[src/rtl/core/bpc_pkg.sv]
// shared types, constants and helpers for the barometric compensation datapath
package bpc_pkg;

  localparam int CalW   = 32;
  localparam int OssW   = 2;
  localparam int IdxW   = 3;
  localparam int DivW   = 32;
  localparam int TempW  = 16;
  localparam int UpW    = 24;
  localparam int SideAW = DivW + UpW + 2;
  localparam int SideBW = TempW + 2;

  // configuration register indexes
  localparam logic [IdxW-1:0] REG_AC1_AC2 = 3'd0;
  localparam logic [IdxW-1:0] REG_AC3_AC4 = 3'd1;
  localparam logic [IdxW-1:0] REG_AC5_AC6 = 3'd2;
  localparam logic [IdxW-1:0] REG_B1_B2   = 3'd3;
  localparam logic [IdxW-1:0] REG_MC_MD   = 3'd4;
  localparam logic [IdxW-1:0] REG_OSS     = 3'd5;

  // compensation constants
  localparam logic signed [31:0] B6_OFFSET  = 32'sd4000;
  localparam logic signed [31:0] X3_OFFSET  = 32'sd32768;
  localparam logic [31:0]        B7_SCALE   = 32'd50000;
  localparam logic signed [31:0] P_SQ_COEF  = 32'sd3038;
  localparam logic signed [31:0] P_LIN_COEF = -32'sd7357;
  localparam logic signed [31:0] P_OFFSET   = 32'sd3791;

  // unpacked calibration coefficients
  typedef struct packed {
    logic signed [15:0] ac1;
    logic signed [15:0] ac2;
    logic signed [15:0] ac3;
    logic [15:0]        ac4;
    logic [15:0]        ac5;
    logic [15:0]        ac6;
    logic signed [15:0] b1;
    logic signed [15:0] b2;
    logic signed [15:0] mc;
    logic signed [15:0] md;
    logic [OssW-1:0]    oss;
  } cal_t;

  // signed divide by two to the k, truncating toward zero
  function automatic logic signed [31:0] sdiv_p2(input logic signed [31:0] a,
                                                 input int unsigned k);
    logic signed [31:0] bias;
    bias = a[31] ? ((32'sd1 <<< k) - 32'sd1) : 32'sd0;
    return (a + bias) >>> k;
  endfunction

endpackage

[src/rtl/core/bpc_front.sv]
// temperature front end: stages up to the operands of the temperature divide
module bpc_front (
  input  logic                      clk,
  input  logic                      rst_n,
  input  logic                      en,
  input  bpc_pkg::cal_t             cal,
  input  logic                      in_valid,
  input  logic [15:0]               raw_t,
  input  logic [23:0]               raw_p,
  output logic                      a_valid,
  output logic [bpc_pkg::DivW-1:0]  a_num,
  output logic [bpc_pkg::DivW-1:0]  a_den,
  output logic [bpc_pkg::SideAW-1:0] a_side
);

  logic                      s1_v_r, s2_v_r, s3_v_r;
  logic signed [31:0]        s1_prod_r, s1_prod_nxt;
  logic [bpc_pkg::UpW-1:0]   s1_up_r, s1_up_nxt;
  logic signed [31:0]        s2_x1_r, s2_x1_nxt;
  logic signed [31:0]        s2_t_r, s2_t_nxt;
  logic [bpc_pkg::UpW-1:0]   s2_up_r;
  logic [31:0]               s3_nmag_r, s3_nmag_nxt;
  logic [31:0]               s3_tmag_r, s3_tmag_nxt;
  logic signed [31:0]        s3_x1_r;
  logic [bpc_pkg::UpW-1:0]   s3_up_r;
  logic                      s3_tzero_r, s3_tzero_nxt;
  logic                      s3_qneg_r, s3_qneg_nxt;
  logic signed [16:0]        d17;
  logic signed [31:0]        num;

  // stage 1: (ut - ac6) * ac5 and oversampling shift
  always_comb begin
    d17         = $signed({1'b0, raw_t}) - $signed({1'b0, cal.ac6});
    s1_prod_nxt = 32'(d17) * $signed({16'h0, cal.ac5});
    s1_up_nxt   = raw_p >> (4'd8 - {2'b00, cal.oss});
  end

  // stage 2: x1 and the divisor x1 + md
  always_comb begin
    s2_x1_nxt = bpc_pkg::sdiv_p2(s1_prod_r, 15);
    s2_t_nxt  = s2_x1_nxt + 32'(cal.md);
  end

  // stage 3: magnitudes and quotient sign
  always_comb begin
    num          = 32'(cal.mc) <<< 11;
    s3_nmag_nxt  = num[31] ? 32'(-num) : 32'(num);
    s3_tmag_nxt  = s2_t_r[31] ? 32'(-s2_t_r) : 32'(s2_t_r);
    s3_tzero_nxt = (s2_t_r == 32'sd0);
    s3_qneg_nxt  = num[31] ^ s2_t_r[31];
  end

  // valid bits
  always_ff @(posedge clk) begin
    if (!rst_n) begin
      s1_v_r <= 1'b0;
      s2_v_r <= 1'b0;
      s3_v_r <= 1'b0;
    end else if (en) begin
      s1_v_r <= in_valid;
      s2_v_r <= s1_v_r;
      s3_v_r <= s2_v_r;
    end
  end

  // payload
  always_ff @(posedge clk) begin
    if (en) begin
      s1_prod_r  <= s1_prod_nxt;
      s1_up_r    <= s1_up_nxt;
      s2_x1_r    <= s2_x1_nxt;
      s2_t_r     <= s2_t_nxt;
      s2_up_r    <= s1_up_r;
      s3_nmag_r  <= s3_nmag_nxt;
      s3_tmag_r  <= s3_tmag_nxt;
      s3_x1_r    <= s2_x1_r;
      s3_up_r    <= s2_up_r;
      s3_tzero_r <= s3_tzero_nxt;
      s3_qneg_r  <= s3_qneg_nxt;
    end
  end

  assign a_valid = s3_v_r;
  assign a_num   = s3_nmag_r;
  assign a_den   = s3_tmag_r;
  assign a_side  = {s3_x1_r, s3_up_r, s3_tzero_r, s3_qneg_r};

endmodule

[config.mk]
export PLATFORM = sky130hd
export DESIGN_NAME = bpc_front
export DESIGN_NICKNAME = d
export VERILOG_FILES = /design/src/rtl/core/bpc_pkg.sv /design/src/rtl/core/bpc_front.sv
export SDC_FILE = /design/constraint.sdc
export NUM_CORES = 1
export LEC_CHECK = 0
export CAP_MARGIN = 20
export CORE_ASPECT_RATIO = 1.1
export CORE_MARGIN = 5
export CORE_UTILIZATION = 65
export DETAILED_ROUTE_END_ITERATION = 12
export DONT_BUFFER_PORTS = 1
export PLACE_DENSITY = 0.81
export REMOVE_ABC_BUFFERS = 1
export SETUP_SLACK_MARGIN = 0.15
export SYNTH_ARGS = -nofsm -noshare
export SYNTH_HDL_FRONTEND = slang
export SYNTH_SLANG_ARGS = --single-unit
export TNS_END_PERCENT = 100
[constraint.sdc]
create_clock -name clk -period 14.1 [get_ports clk]
set_clock_uncertainty 0.05 [all_clocks]
set_input_delay 0.705 -clock clk [delete_from_list [all_inputs] [get_ports clk]]
set_output_delay 0.705 -clock clk [all_outputs]
set_load 0.02 [all_outputs]
==> flow_metrics.env <==
export IMPL_ys_types=69
export IMPL_fmax_ghz=0.116
export IMPL_fin_nets=2512
export IMPL_cts_path_max_buffers=3
export IMPL_grt_max_degree=215
export IMPL_synth_top_flop_cell="edfxtp_1"
export IMPL_hold_path_endpoint="a_num[11]"
export IMPL_wl_met2_um=20100
export IMPL_rsz0062_at_grt="false"
export IMPL_path_class="in -> reg"
export IMPL_grt_pass1_wl_um=65500
export IMPL_core_rowCount=68
export IMPL_firstDrtPassIters=6
export IMPL_crit_family="adder cells"
export IMPL_critical_path_arrival_ns=8.82
export IMPL_hp_start="cal[18]"
export IMPL_clk_latency_ns=0.48
export IMPL_track_usage_pct=22.7
export IMPL_tns_ns=0
export IMPL_gp_congestion=0.866
export IMPL_required_ns=14.27
export IMPL_slowest_stage="fa_1"
export IMPL_clkTransAtPathRegs_ns=0.07
export IMPL_fp_dieH_um=196
export IMPL_worstMarginPinSlew_ns=0.917
export IMPL_coreArea_um2=31300
export IMPL_hold_class="in -> reg"
export IMPL_slowest_delay_ns=0.86
export IMPL_drt_wirelength_per_cell_um=16.8
export IMPL_grt_pass1_vias=13800
export IMPL_slew_violations=0
export IMPL_viasPerCell=5.49
export IMPL_syn_inst=1924
export IMPL_fin_crit_ns=8.66
export IMPL_clock_sinks=214
export IMPL_port_buffers=0
export IMPL_diodes=0
export IMPL_antenna_found_initial=0
export IMPL_r2r_setup_slack_ns=8.77
export IMPL_fin_util_pct=68.6
export IMPL_syn_to_final_growth_pct=4.80
export IMPL_drcViolationCount=0
export IMPL_end_kind="flip-flop"
export IMPL_dp_hpwl_um=32500
export IMPL_holdBufCountCts=0
export IMPL_hold_viol=0
export IMPL_reg2reg_to="s2_t_r[16]"
export IMPL_top_layer_used="met4"
export IMPL_hold_depth=0
export IMPL_critPathLaunchType="input port"
export IMPL_drtIter0Drc=718
export IMPL_slew_headroom_pct=38.9
export IMPL_cts_root_buf="clkbuf_16"
export IMPL_ant_nets=0
export IMPL_period_share_pct=61.4
export IMPL_die_area_um2=35200
export IMPL_ys_seq_area_share_pct=31.2
export IMPL_grt_overflow=0
export IMPL_setup_viol=0
export IMPL_syn_area_um2=20500
export IMPL_chipWidth_um=179
export IMPL_yosys_warnings=0
export IMPL_io_pins=329
export IMPL_nFillCells=2275
export IMPL_drive_above_1_share_pct=4.07
export IMPL_cp_max_fo=16
export IMPL_r2r_start="s1_prod_r[31]"
export IMPL_met1_length_um=15500
export IMPL_r2r_cells=16
export IMPL_syn_avg_cell_area_um2=10.7
export IMPL_holdWs_ns=0.277
export IMPL_h_tree_depth=1
export IMPL_wirelength_um=39200
export IMPL_status="complete, no violations"
export IMPL_synth_seq_cells=214
export IMPL_cts_buffers=18
export IMPL_async_flop_share_pct=0
export IMPL_post_cts_resized=0
export IMPL_synth_edff_count=211
export IMPL_cts_tree="yes"
export IMPL_via_count=12800
export IMPL_initial_core_util_pct=65.5
export IMPL_route_met3_wl_um=2610
export IMPL_cap_violations=0
export IMPL_worst_path_buf_inv=7
export IMPL_cts_setup_buffers=0
synth_stat cells, drive strengths merged, types with 6 or more instances:
cell type	count	area, µm²
inv	382	1430
fa	264	5290
edfxtp	211	6340
nand2	187	702
ha	135	1690
and2	114	713
xnor2	83	727
a21oi	56	280
clkbuf	49	184
nor2	47	176
o21ai	40	204
buf	38	250
nor2b	35	219
nand2b	33	206
mux2i	31	310
xor2	30	263
a21o	18	135
nor3	18	90.1
mux2	16	180
nand3	14	70.1
o31ai	14	119
o21a	9	67.6
or3	9	56.3
o211ai	7	52.6
o21bai	6	45.0
logic make-up after synthesis:
family	after synthesis	share of synthesized area, %
AOI/OAI and AO/OA	190	6.19
xor gates and xnor gates	114	4.94
adders and majority gates	400	34.1
buffers and inverters	469	9.11
DFF	214	31.2
muxes	47	2.39
other	1	0.0183
and+or+nand+nor	489	12.1
cells in the final DEF, fill, tap and decap left out, drive strengths merged, types with 33 or more instances in the layout:
master / netlist / layout
edfxtp: 211 / 211
o21ai: 40 / 40
inv: 382 / 385
nand2b: 33 / 33
a21oi: 56 / 56
nor2: 47 / 47
and2: 114 / 114
xnor2: 83 / 83
nand2: 187 / 187
ha: 135 / 135
fa: 264 / 264
conb: 1 / 34
nor2b: 35 / 35
flip-flops by register name, indices dropped and copies added (netlist names):
name and cells:
s2_v_r 1, s3_x1_r 17, s2_t_r 18, s3_up_r 24
s1_prod_r 32, s3_tzero_r 1, s1_v_r 1, s1_up_r 24
s3_qneg_r 1, a_den 32, a_num 21, a_valid 1
s2_up_r 24, s2_x1_r 17
worst max-delay path by stage:
| stage | slack (ns) | cells past startpoint | endpoint | startpoint |
|---|---|---|---|---|
| 3_5_place_dp | 4.97 | 31 | s1_prod_r[31] | raw_t[0] |
| 4_1_cts | 5.46 | 31 | s1_prod_r[31] | raw_t[0] |
| 3_3_place_gp | 5.23 | 31 | s1_prod_r[31] | raw_t[0] |
| 6_report | 5.44 | 31 | s1_prod_r[31] | raw_t[0] |
| 2_1_floorplan | 5.66 | 28 | s1_prod_r[31] | cal[67] |
| 5_1_grt | 4.93 | 31 | s1_prod_r[31] | raw_t[0] |
worst reg2reg max path, stage by stage (launching register included):
cell	delay (ns)
edfxtp_1	0.78
ha_1	0.38
a211o_1	0.26
a211oi_1	0.29
o21ai_0	0.15
o221ai_1	0.57
nor2_1	0.18
nand3_1	0.20
nor2_1	0.07
xor2_1	0.35
ha_1	0.37
a21o_1	0.20
a21oi_1	0.22
o21ai_0	0.21
o31ai_1	0.48
mux2i_1	0.23
nand3_1	0.08
layer usage:
metal	global-route usage [%]	vias to the layer above
met5	0	-
met4	6.04	0
met3	3.87	76
met2	41.2	469
met1	27.9	6262
li1	-	6036
layout make-up:
| type | count | area, µm² | area share (%) |
|---|---|---|---|
| Timing Repair Buffer | 17 | 140 | 0.652 |
| Tap cell | 420 | 526 | 2.45 |
| Clock buffer | 20 | 479 | 2.23 |
| Sequential cell | 214 | 6400 | 29.8 |
| Inverter | 382 | 1430 | 6.67 |
| Multi-Input combinational cell | 1274 | 12400 | 57.5 |
| Clock inverter | 11 | 149 | 0.693 |
per-stage QoR:
step | std cells | setup slack, ns | area [µm²]
after floorplan | 1870 | 5.66 | 20200
after global placement | 2307 | 5.23 | 20900
after detailed placement | 2307 | 4.97 | 20900
after CTS | 2338 | 5.46 | 21500
after global routing | 2338 | 4.93 | 21500
final | 2338 | 5.44 | 21500
Power is left out: the tool's default activity adds up to more than one toggle a clock period on the data nets, which glitch-free logic cannot reach.
