--- config.mk ---
export PLATFORM = sky130hd
export DESIGN_NAME = bpc_tail
export DESIGN_NICKNAME = d
export VERILOG_FILES = /design/src/rtl/core/bpc_pkg.sv /design/src/rtl/core/bpc_tail.sv
export SDC_FILE = /design/constraint.sdc
export NUM_CORES = 2
export LEC_CHECK = 0
export BUFFER_PORTS_ARGS = -buffer_cell sky130_fd_sc_hd__buf_4
export CAP_MARGIN = 20
export CORE_MARGIN = 1.5
export CORE_UTILIZATION = 45
export CTS_BUF_LIST = sky130_fd_sc_hd__clkbuf_16
export DETAILED_ROUTE_END_ITERATION = 16
export PLACE_DENSITY = 0.72
export SETUP_SLACK_MARGIN = 0.2
export SYNTH_ARGS = -nofsm -noshare
export SYNTH_HDL_FRONTEND = slang
export SYNTH_SLANG_ARGS = --single-unit
--- constraint.sdc ---
create_clock -name clk -period 8.75 [get_ports clk]
set_input_delay 1.3125 -clock clk [delete_from_list [all_inputs] [get_ports clk]]
set_output_delay 1.3125 -clock clk [all_outputs]
set_load 0.02 [all_outputs]
--- src/rtl/core/bpc_pkg.sv ---
// shared types, constants and helpers for the barometric compensation datapath
package bpc_pkg;

  localparam int CalW   = 32;
  localparam int OssW   = 2;
  localparam int IdxW   = 3;
  localparam int DivW   = 32;
  localparam int TempW  = 16;
  localparam int UpW    = 24;
  localparam int SideAW = DivW + UpW + 2;
  localparam int SideBW = TempW + 2;

  // configuration register indexes
  localparam logic [IdxW-1:0] REG_AC1_AC2 = 3'd0;
  localparam logic [IdxW-1:0] REG_AC3_AC4 = 3'd1;
  localparam logic [IdxW-1:0] REG_AC5_AC6 = 3'd2;
  localparam logic [IdxW-1:0] REG_B1_B2   = 3'd3;
  localparam logic [IdxW-1:0] REG_MC_MD   = 3'd4;
  localparam logic [IdxW-1:0] REG_OSS     = 3'd5;

  // compensation constants
  localparam logic signed [31:0] B6_OFFSET  = 32'sd4000;
  localparam logic signed [31:0] X3_OFFSET  = 32'sd32768;
  localparam logic [31:0]        B7_SCALE   = 32'd50000;
  localparam logic signed [31:0] P_SQ_COEF  = 32'sd3038;
  localparam logic signed [31:0] P_LIN_COEF = -32'sd7357;
  localparam logic signed [31:0] P_OFFSET   = 32'sd3791;

  // unpacked calibration coefficients
  typedef struct packed {
    logic signed [15:0] ac1;
    logic signed [15:0] ac2;
    logic signed [15:0] ac3;
    logic [15:0]        ac4;
    logic [15:0]        ac5;
    logic [15:0]        ac6;
    logic signed [15:0] b1;
    logic signed [15:0] b2;
    logic signed [15:0] mc;
    logic signed [15:0] md;
    logic [OssW-1:0]    oss;
  } cal_t;

  // signed divide by two to the k, truncating toward zero
  function automatic logic signed [31:0] sdiv_p2(input logic signed [31:0] a,
                                                 input int unsigned k);
    logic signed [31:0] bias;
    bias = a[31] ? ((32'sd1 <<< k) - 32'sd1) : 32'sd0;
    return (a + bias) >>> k;
  endfunction

endpackage

--- src/rtl/core/bpc_tail.sv ---
// final pressure correction and result register
module bpc_tail (
  input  logic                       clk,
  input  logic                       rst_n,
  input  logic                       en,
  input  logic                       b_valid,
  input  logic [bpc_pkg::DivW-1:0]   b_quo,
  input  logic [bpc_pkg::SideBW-1:0] b_side,
  output logic                       o_valid,
  output logic signed [15:0]         o_temp,
  output logic [31:0]                o_press,
  output logic                       o_err
);

  logic [4:0]         v_r;
  logic [15:0]        b_tout;
  logic               b_err, b_shift;
  logic [15:0]        tout_r [4];
  logic               err_r  [4];
  logic [31:0]        p_r    [4];
  logic signed [31:0] q2_xx_r, q2_pm_r, q3_x1_r, q3_x2_r, q4_s_r, corr;
  logic [23:0]        pd;
  logic signed [15:0] o_temp_r;
  logic [31:0]        o_press_r;
  logic               o_err_r;

  assign {b_tout, b_err, b_shift} = b_side;
  assign pd   = p_r[0][31:8];
  assign corr = bpc_pkg::sdiv_p2(q4_s_r, 4);

  always_ff @(posedge clk) begin
    if (!rst_n) begin
      v_r <= '0;
    end else if (en) begin
      v_r <= {v_r[3:0], b_valid};
    end
  end

  always_ff @(posedge clk) begin
    if (en) begin
      p_r[0]    <= b_shift ? {b_quo[30:0], 1'b0} : b_quo;
      tout_r[0] <= b_tout;
      err_r[0]  <= b_err;
      for (int k = 1; k < 4; k++) begin
        p_r[k]    <= p_r[k-1];
        tout_r[k] <= tout_r[k-1];
        err_r[k]  <= err_r[k-1];
      end
      q2_xx_r   <= $signed({8'h0, pd} * {8'h0, pd});
      q2_pm_r   <= $signed(p_r[0]) * bpc_pkg::P_LIN_COEF;
      q3_x1_r   <= q2_xx_r * bpc_pkg::P_SQ_COEF;
      q3_x2_r   <= bpc_pkg::sdiv_p2(q2_pm_r, 16);
      q4_s_r    <= bpc_pkg::sdiv_p2(q3_x1_r, 16) + q3_x2_r + bpc_pkg::P_OFFSET;
      // result register, zeroed on a divide error
      o_temp_r  <= err_r[3] ? 16'sd0 : $signed(tout_r[3]);
      o_press_r <= err_r[3] ? 32'd0 : p_r[3] + $unsigned(corr);
      o_err_r   <= err_r[3];
    end
  end

  assign o_valid = v_r[4];
  assign o_temp  = o_temp_r;
  assign o_press = o_press_r;
  assign o_err   = o_err_r;

endmodule

==> metrics.txt <==
# TYPE chip_impl_metric gauge
chip_impl_metric{name="post_synth.cell_area_avg",unit="sq um"} 11.2
chip_impl_metric{name="via_count",unit=""} 23242
chip_impl_metric{name="timing.hold.worst_path_depth",unit=""} 0
chip_impl_metric{name="asyncSetResetFlopFracSynth",unit="%"} 0
chip_impl_info{name="commonest_register_cell_after_synthesis",value="edfxtp_1"} 1
chip_impl_metric{name="grt_overflow",unit=""} 0
chip_impl_metric{name="chipWidth",unit="um"} 292
chip_impl_metric{name="place.port_buffers",unit=""} 103
chip_impl_metric{name="synth_sequential_area_ratio",unit="%"} 29.6
chip_impl_metric{name="timing.reg2reg.setup_slack",unit="ns"} 1.35
chip_impl_metric{name="ctsResizeCount",unit=""} 0
chip_impl_metric{name="cp.arrival",unit="ns"} 7.73
chip_impl_metric{name="rows",unit=""} 105
chip_impl_metric{name="floorplan.initialDensity",unit="%"} 45.7
chip_impl_info{name="worstHoldStart",value="p_r[1][12]"} 1
chip_impl_metric{name="htree_num_levels",unit=""} 2
chip_impl_metric{name="globalplace.congestion",unit=""} 0.896
chip_impl_metric{name="tritoncts_num_sinks",unit=""} 373
chip_impl_metric{name="worstPathRequired",unit="ns"} 9.08
chip_impl_metric{name="worstRegToRegCells",unit=""} 25
chip_impl_metric{name="postSynthRegisterBits",unit=""} 373
chip_impl_metric{name="grt_start_max_net_pins",unit=""} 154
chip_impl_metric{name="fp.coreArea",unit="sq um"} 82500
chip_impl_info{name="startpoint_type",value="flop"} 1
chip_impl_metric{name="detail_route.iter0.violations",unit=""} 1399
chip_impl_metric{name="tightest_slew",unit="ns"} 0.928
chip_impl_info{name="holdPathEnd",value="p_r[2][12]"} 1
chip_impl_info{name="status",value="complete, no violations"} 1
chip_impl_metric{name="insertedDiodeCount",unit=""} 0
chip_impl_metric{name="syn_inst",unit=""} 3353
chip_impl_metric{name="max_slew_margin_vs_limit",unit="%"} 38.1
chip_impl_metric{name="share_of_the_clock_period_used_by_the_worst_path",unit="%"} 84.6
chip_impl_metric{name="postPlaceCellArea",unit="sq um"} 39800
chip_impl_info{name="clock-root-buffer",value="clkbuf_16"} 1
chip_impl_metric{name="timing.fmax",unit="MHz"} 135
chip_impl_metric{name="cts_hold_bufs",unit=""} 0
chip_impl_metric{name="drcViolationCount",unit=""} 0
chip_impl_metric{name="finalMaxSlewViolations",unit=""} 0
chip_impl_metric{name="ys_types",unit=""} 79
chip_impl_info{name="timing.critical_path.to_type",value="flop"} 1
chip_impl_metric{name="detail_route.vias_per_cell",unit=""} 5.08
chip_impl_metric{name="num-fill-cells",unit=""} 7266
chip_impl_metric{name="ctsLongestPathBuffers",unit=""} 3
chip_impl_metric{name="first_pass_iters",unit=""} 7
chip_impl_metric{name="number_of_nets_at_the_end_of_the_flow",unit=""} 4492
chip_impl_metric{name="cts-buffers-inserted",unit=""} 41
chip_impl_metric{name="min_period",unit="ns"} 7.40
chip_impl_metric{name="finalSetupViolCount",unit=""} 0
chip_impl_metric{name="post-cts-setup-buffers",unit=""} 0
chip_impl_metric{name="proportion_of_netlist_area_held_by_the_largest_area_contributor",unit="%"} 29.3
chip_impl_info{name="unrepaired_setup_endpoints_after_global_routing",value="no"} 1
chip_impl_info{name="cts_tree",value="yes"} 1
chip_impl_metric{name="final_core_util",unit="%"} 50.0
chip_impl_metric{name="cp_max_fo",unit=""} 15
chip_impl_metric{name="hpwlAfterDp",unit="mm"} 63.5
chip_impl_metric{name="worst_clock_skew",unit="ns"} 0.0214
chip_impl_metric{name="setup_total_negative_slack",unit="ns"} 0
chip_impl_metric{name="netlist_area",unit="sq um"} 37700
chip_impl_metric{name="global_route_wire_length_before_repair",unit="mm"} 130
chip_impl_metric{name="first_global_vias",unit=""} 25000
chip_impl_info{name="worst_r2r_startpoint",value="p_r[0][20]"} 1
chip_impl_metric{name="post-route-cell-area",unit="sq um"} 41200
chip_impl_metric{name="clk_pin_slew",unit="ns"} 0.06
chip_impl_metric{name="fp.dieArea",unit="sq um"} 85500
chip_impl_info{name="worstReg2RegEnd",value="q2_xx_r[29]"} 1
chip_impl_metric{name="initial_antenna_violation_count",unit=""} 0
chip_impl_metric{name="grtUsageTotal",unit="%"} 19.0
chip_impl_metric{name="final_hold_vios",unit=""} 0
chip_impl_metric{name="die_h",unit="um"} 292
chip_impl_metric{name="insertion_delay",unit="ns"} 0.57
chip_impl_metric{name="detail_route.wirelength",unit="mm"} 77.1
chip_impl_info{name="synthDominantAreaCellType",value="edfxtp_1"} 1
chip_impl_info{name="critical_path_class",value="reg2reg"} 1
chip_impl_metric{name="ys.warnings.count",unit=""} 0
chip_impl_info{name="hold_path_class",value="reg2reg"} 1
chip_impl_metric{name="syn_to_final_growth",unit="%"} 9.44
chip_impl_metric{name="antenna_violating_nets_post_route",unit=""} 0
chip_impl_metric{name="ioPinCount",unit=""} 104
chip_impl_metric{name="detail_route.wl_per_cell",unit="um"} 16.9
chip_impl_info{name="yosys-top-cells-area",value="edfxtp_1 (29%), fa_1 (28%), ha_1 (14%)"} 1
chip_impl_metric{name="drive_above_1_share",unit="%"} 6.93
chip_impl_metric{name="maxCapViolations",unit=""} 0
chip_impl_metric{name="synth_edf_count",unit=""} 368
[worst max-delay path: stages, from the launching register on]
cell      delay (ns)
edfxtp_1        0.70
clkinv_1        0.44
nor2_1          0.37
inv_1           0.11
fa_1            0.51
fa_1            0.53
inv_1           0.06
fa_1            0.50
inv_1           0.05
fa_1            0.53
inv_1           0.05
fa_1            0.45
fa_1            0.49
inv_1           0.05
fa_1            0.47
inv_1           0.04
ha_1            0.32
inv_1           0.09
o21bai_1        0.07
a21oi_1         0.22
o21ai_0         0.12
a31o_2          0.24
a41o_1          0.25
a211o_1         0.26
a21oi_1         0.18
xnor2_1         0.08
[worst max-delay path by stage]
stage	slack (ns)	to	start
after global placement	1.45	q2_xx_r[29]	p_r[0][20]
final	1.35	q2_xx_r[29]	p_r[0][20]
after global routing	0.97	q2_xx_r[29]	p_r[0][20]
after detailed placement	1.39	q2_xx_r[29]	p_r[0][20]
after floorplan	1.97	q2_xx_r[29]	p_r[0][20]
after CTS	1.37	q2_xx_r[29]	p_r[0][20]
[cell usage after synthesis (all sizes together), types with 4 or more instances]
master     n
nand3     38
or3        8
a21boi     5
nand4     12
xnor2    147
o2111ai    5
buf        6
and3      15
nor4       4
inv      814
a21o      53
dfxtp      5
o31a       5
nand2b     5
a31o       5
a21oi    114
or2        9
o31ai     10
edfxtp   368
o21a      22
o211ai    15
mux2i      7
clkbuf    41
a31oi     10
o21ai     53
ha       435
nor3      29
o21bai    13
nor2b     45
a211oi    12
nand2    168
and2      88
mux2      31
xor2      51
and4       7
fa       528
nor2     124
[flip-flops by register name, indices dropped and copies added, names as in the netlist]
register	count
q3_x2_r	16
o_press	32
q4_s_r	18
o_err	1
p_r	125
tout_r	64
err_r	4
q3_x1_r	30
q2_pm_r	32
q2_xx_r	30
v_r	5
o_temp	16
[area by class of cell]
| cell class | count | area (sq um) | share of cell area, % |
|---|---|---|---|
| Tap cell | 1070 | 1340 | 3.25 |
| Timing Repair Buffer | 124 | 951 | 2.31 |
| Clock buffer | 42 | 1050 | 2.55 |
| Inverter | 816 | 3060 | 7.43 |
| Sequential cell | 373 | 11200 | 27.0 |
| Clock inverter | 32 | 385 | 0.934 |
| Multi-Input combinational cell | 2119 | 23300 | 56.5 |
[routing by layer]
layer | track usage [%] | vias to the layer above | part of all wire, %
met5 | 0 | - | 0
met3 | 2.66 | 116 | 5.5
met4 | 5.57 | 0 | 2.7
met2 | 31.7 | 620 | 48
met1 | 25.9 | 11499 | 44
li1 | - | 11007 | -
[through the flow]
| stage | hold slack, ns | cells | setup WS, ns |
|---|---|---|---|
| after CTS | 0.412 | 4576 | 1.37 |
| after global routing | 0.422 | 4576 | 0.968 |
| final | 0.413 | 4576 | 1.35 |
| after global placement | 0.400 | 4502 | 1.45 |
| after detailed placement | 0.405 | 4502 | 1.39 |
| after floorplan | 0.400 | 3355 | 1.97 |
[layout by cell type, fill, tap and decap left out, drive strengths merged, types with 7 or more instances in the layout]
cell type / Yosys / routed
o21a: 22 / 22
nand4: 12 / 12
buf: 6 / 124
and2: 88 / 88
o21ai: 53 / 53
mux2: 31 / 31
and3: 15 / 15
o31ai: 10 / 10
fa: 528 / 528
and4: 7 / 7
a21oi: 114 / 114
bufinv: 0 / 8
or3: 8 / 8
clkinv: 2 / 13
inv: 814 / 826
nand2: 168 / 168
a211oi: 12 / 12
nor2b: 45 / 45
xnor2: 147 / 147
mux2i: 7 / 7
ha: 435 / 435
a21o: 53 / 53
o211ai: 15 / 15
nor3: 29 / 29
a31oi: 10 / 10
o21bai: 13 / 13
xor2: 51 / 51
edfxtp: 368 / 368
nand3: 38 / 38
clkbuf: 41 / 42
or2: 9 / 9
nor2: 124 / 124
[logic make-up after synthesis]
group / after synthesis / synth area share, %
AND/OR/NAND/NOR: 560 / 7.28
buffers and inverters: 863 / 8.60
AO/OA/AOI/OAI: 356 / 6.32
multiplexers: 38 / 1.11
other: 2 / 0.0199
XOR/XNOR: 198 / 4.60
adder cells (fa/ha/maj): 963 / 42.5
flip-flops: 373 / 29.6
Power is left out: the tool's default activity adds up to more than one toggle a clock period on the data nets, which glitch-free logic cannot reach.
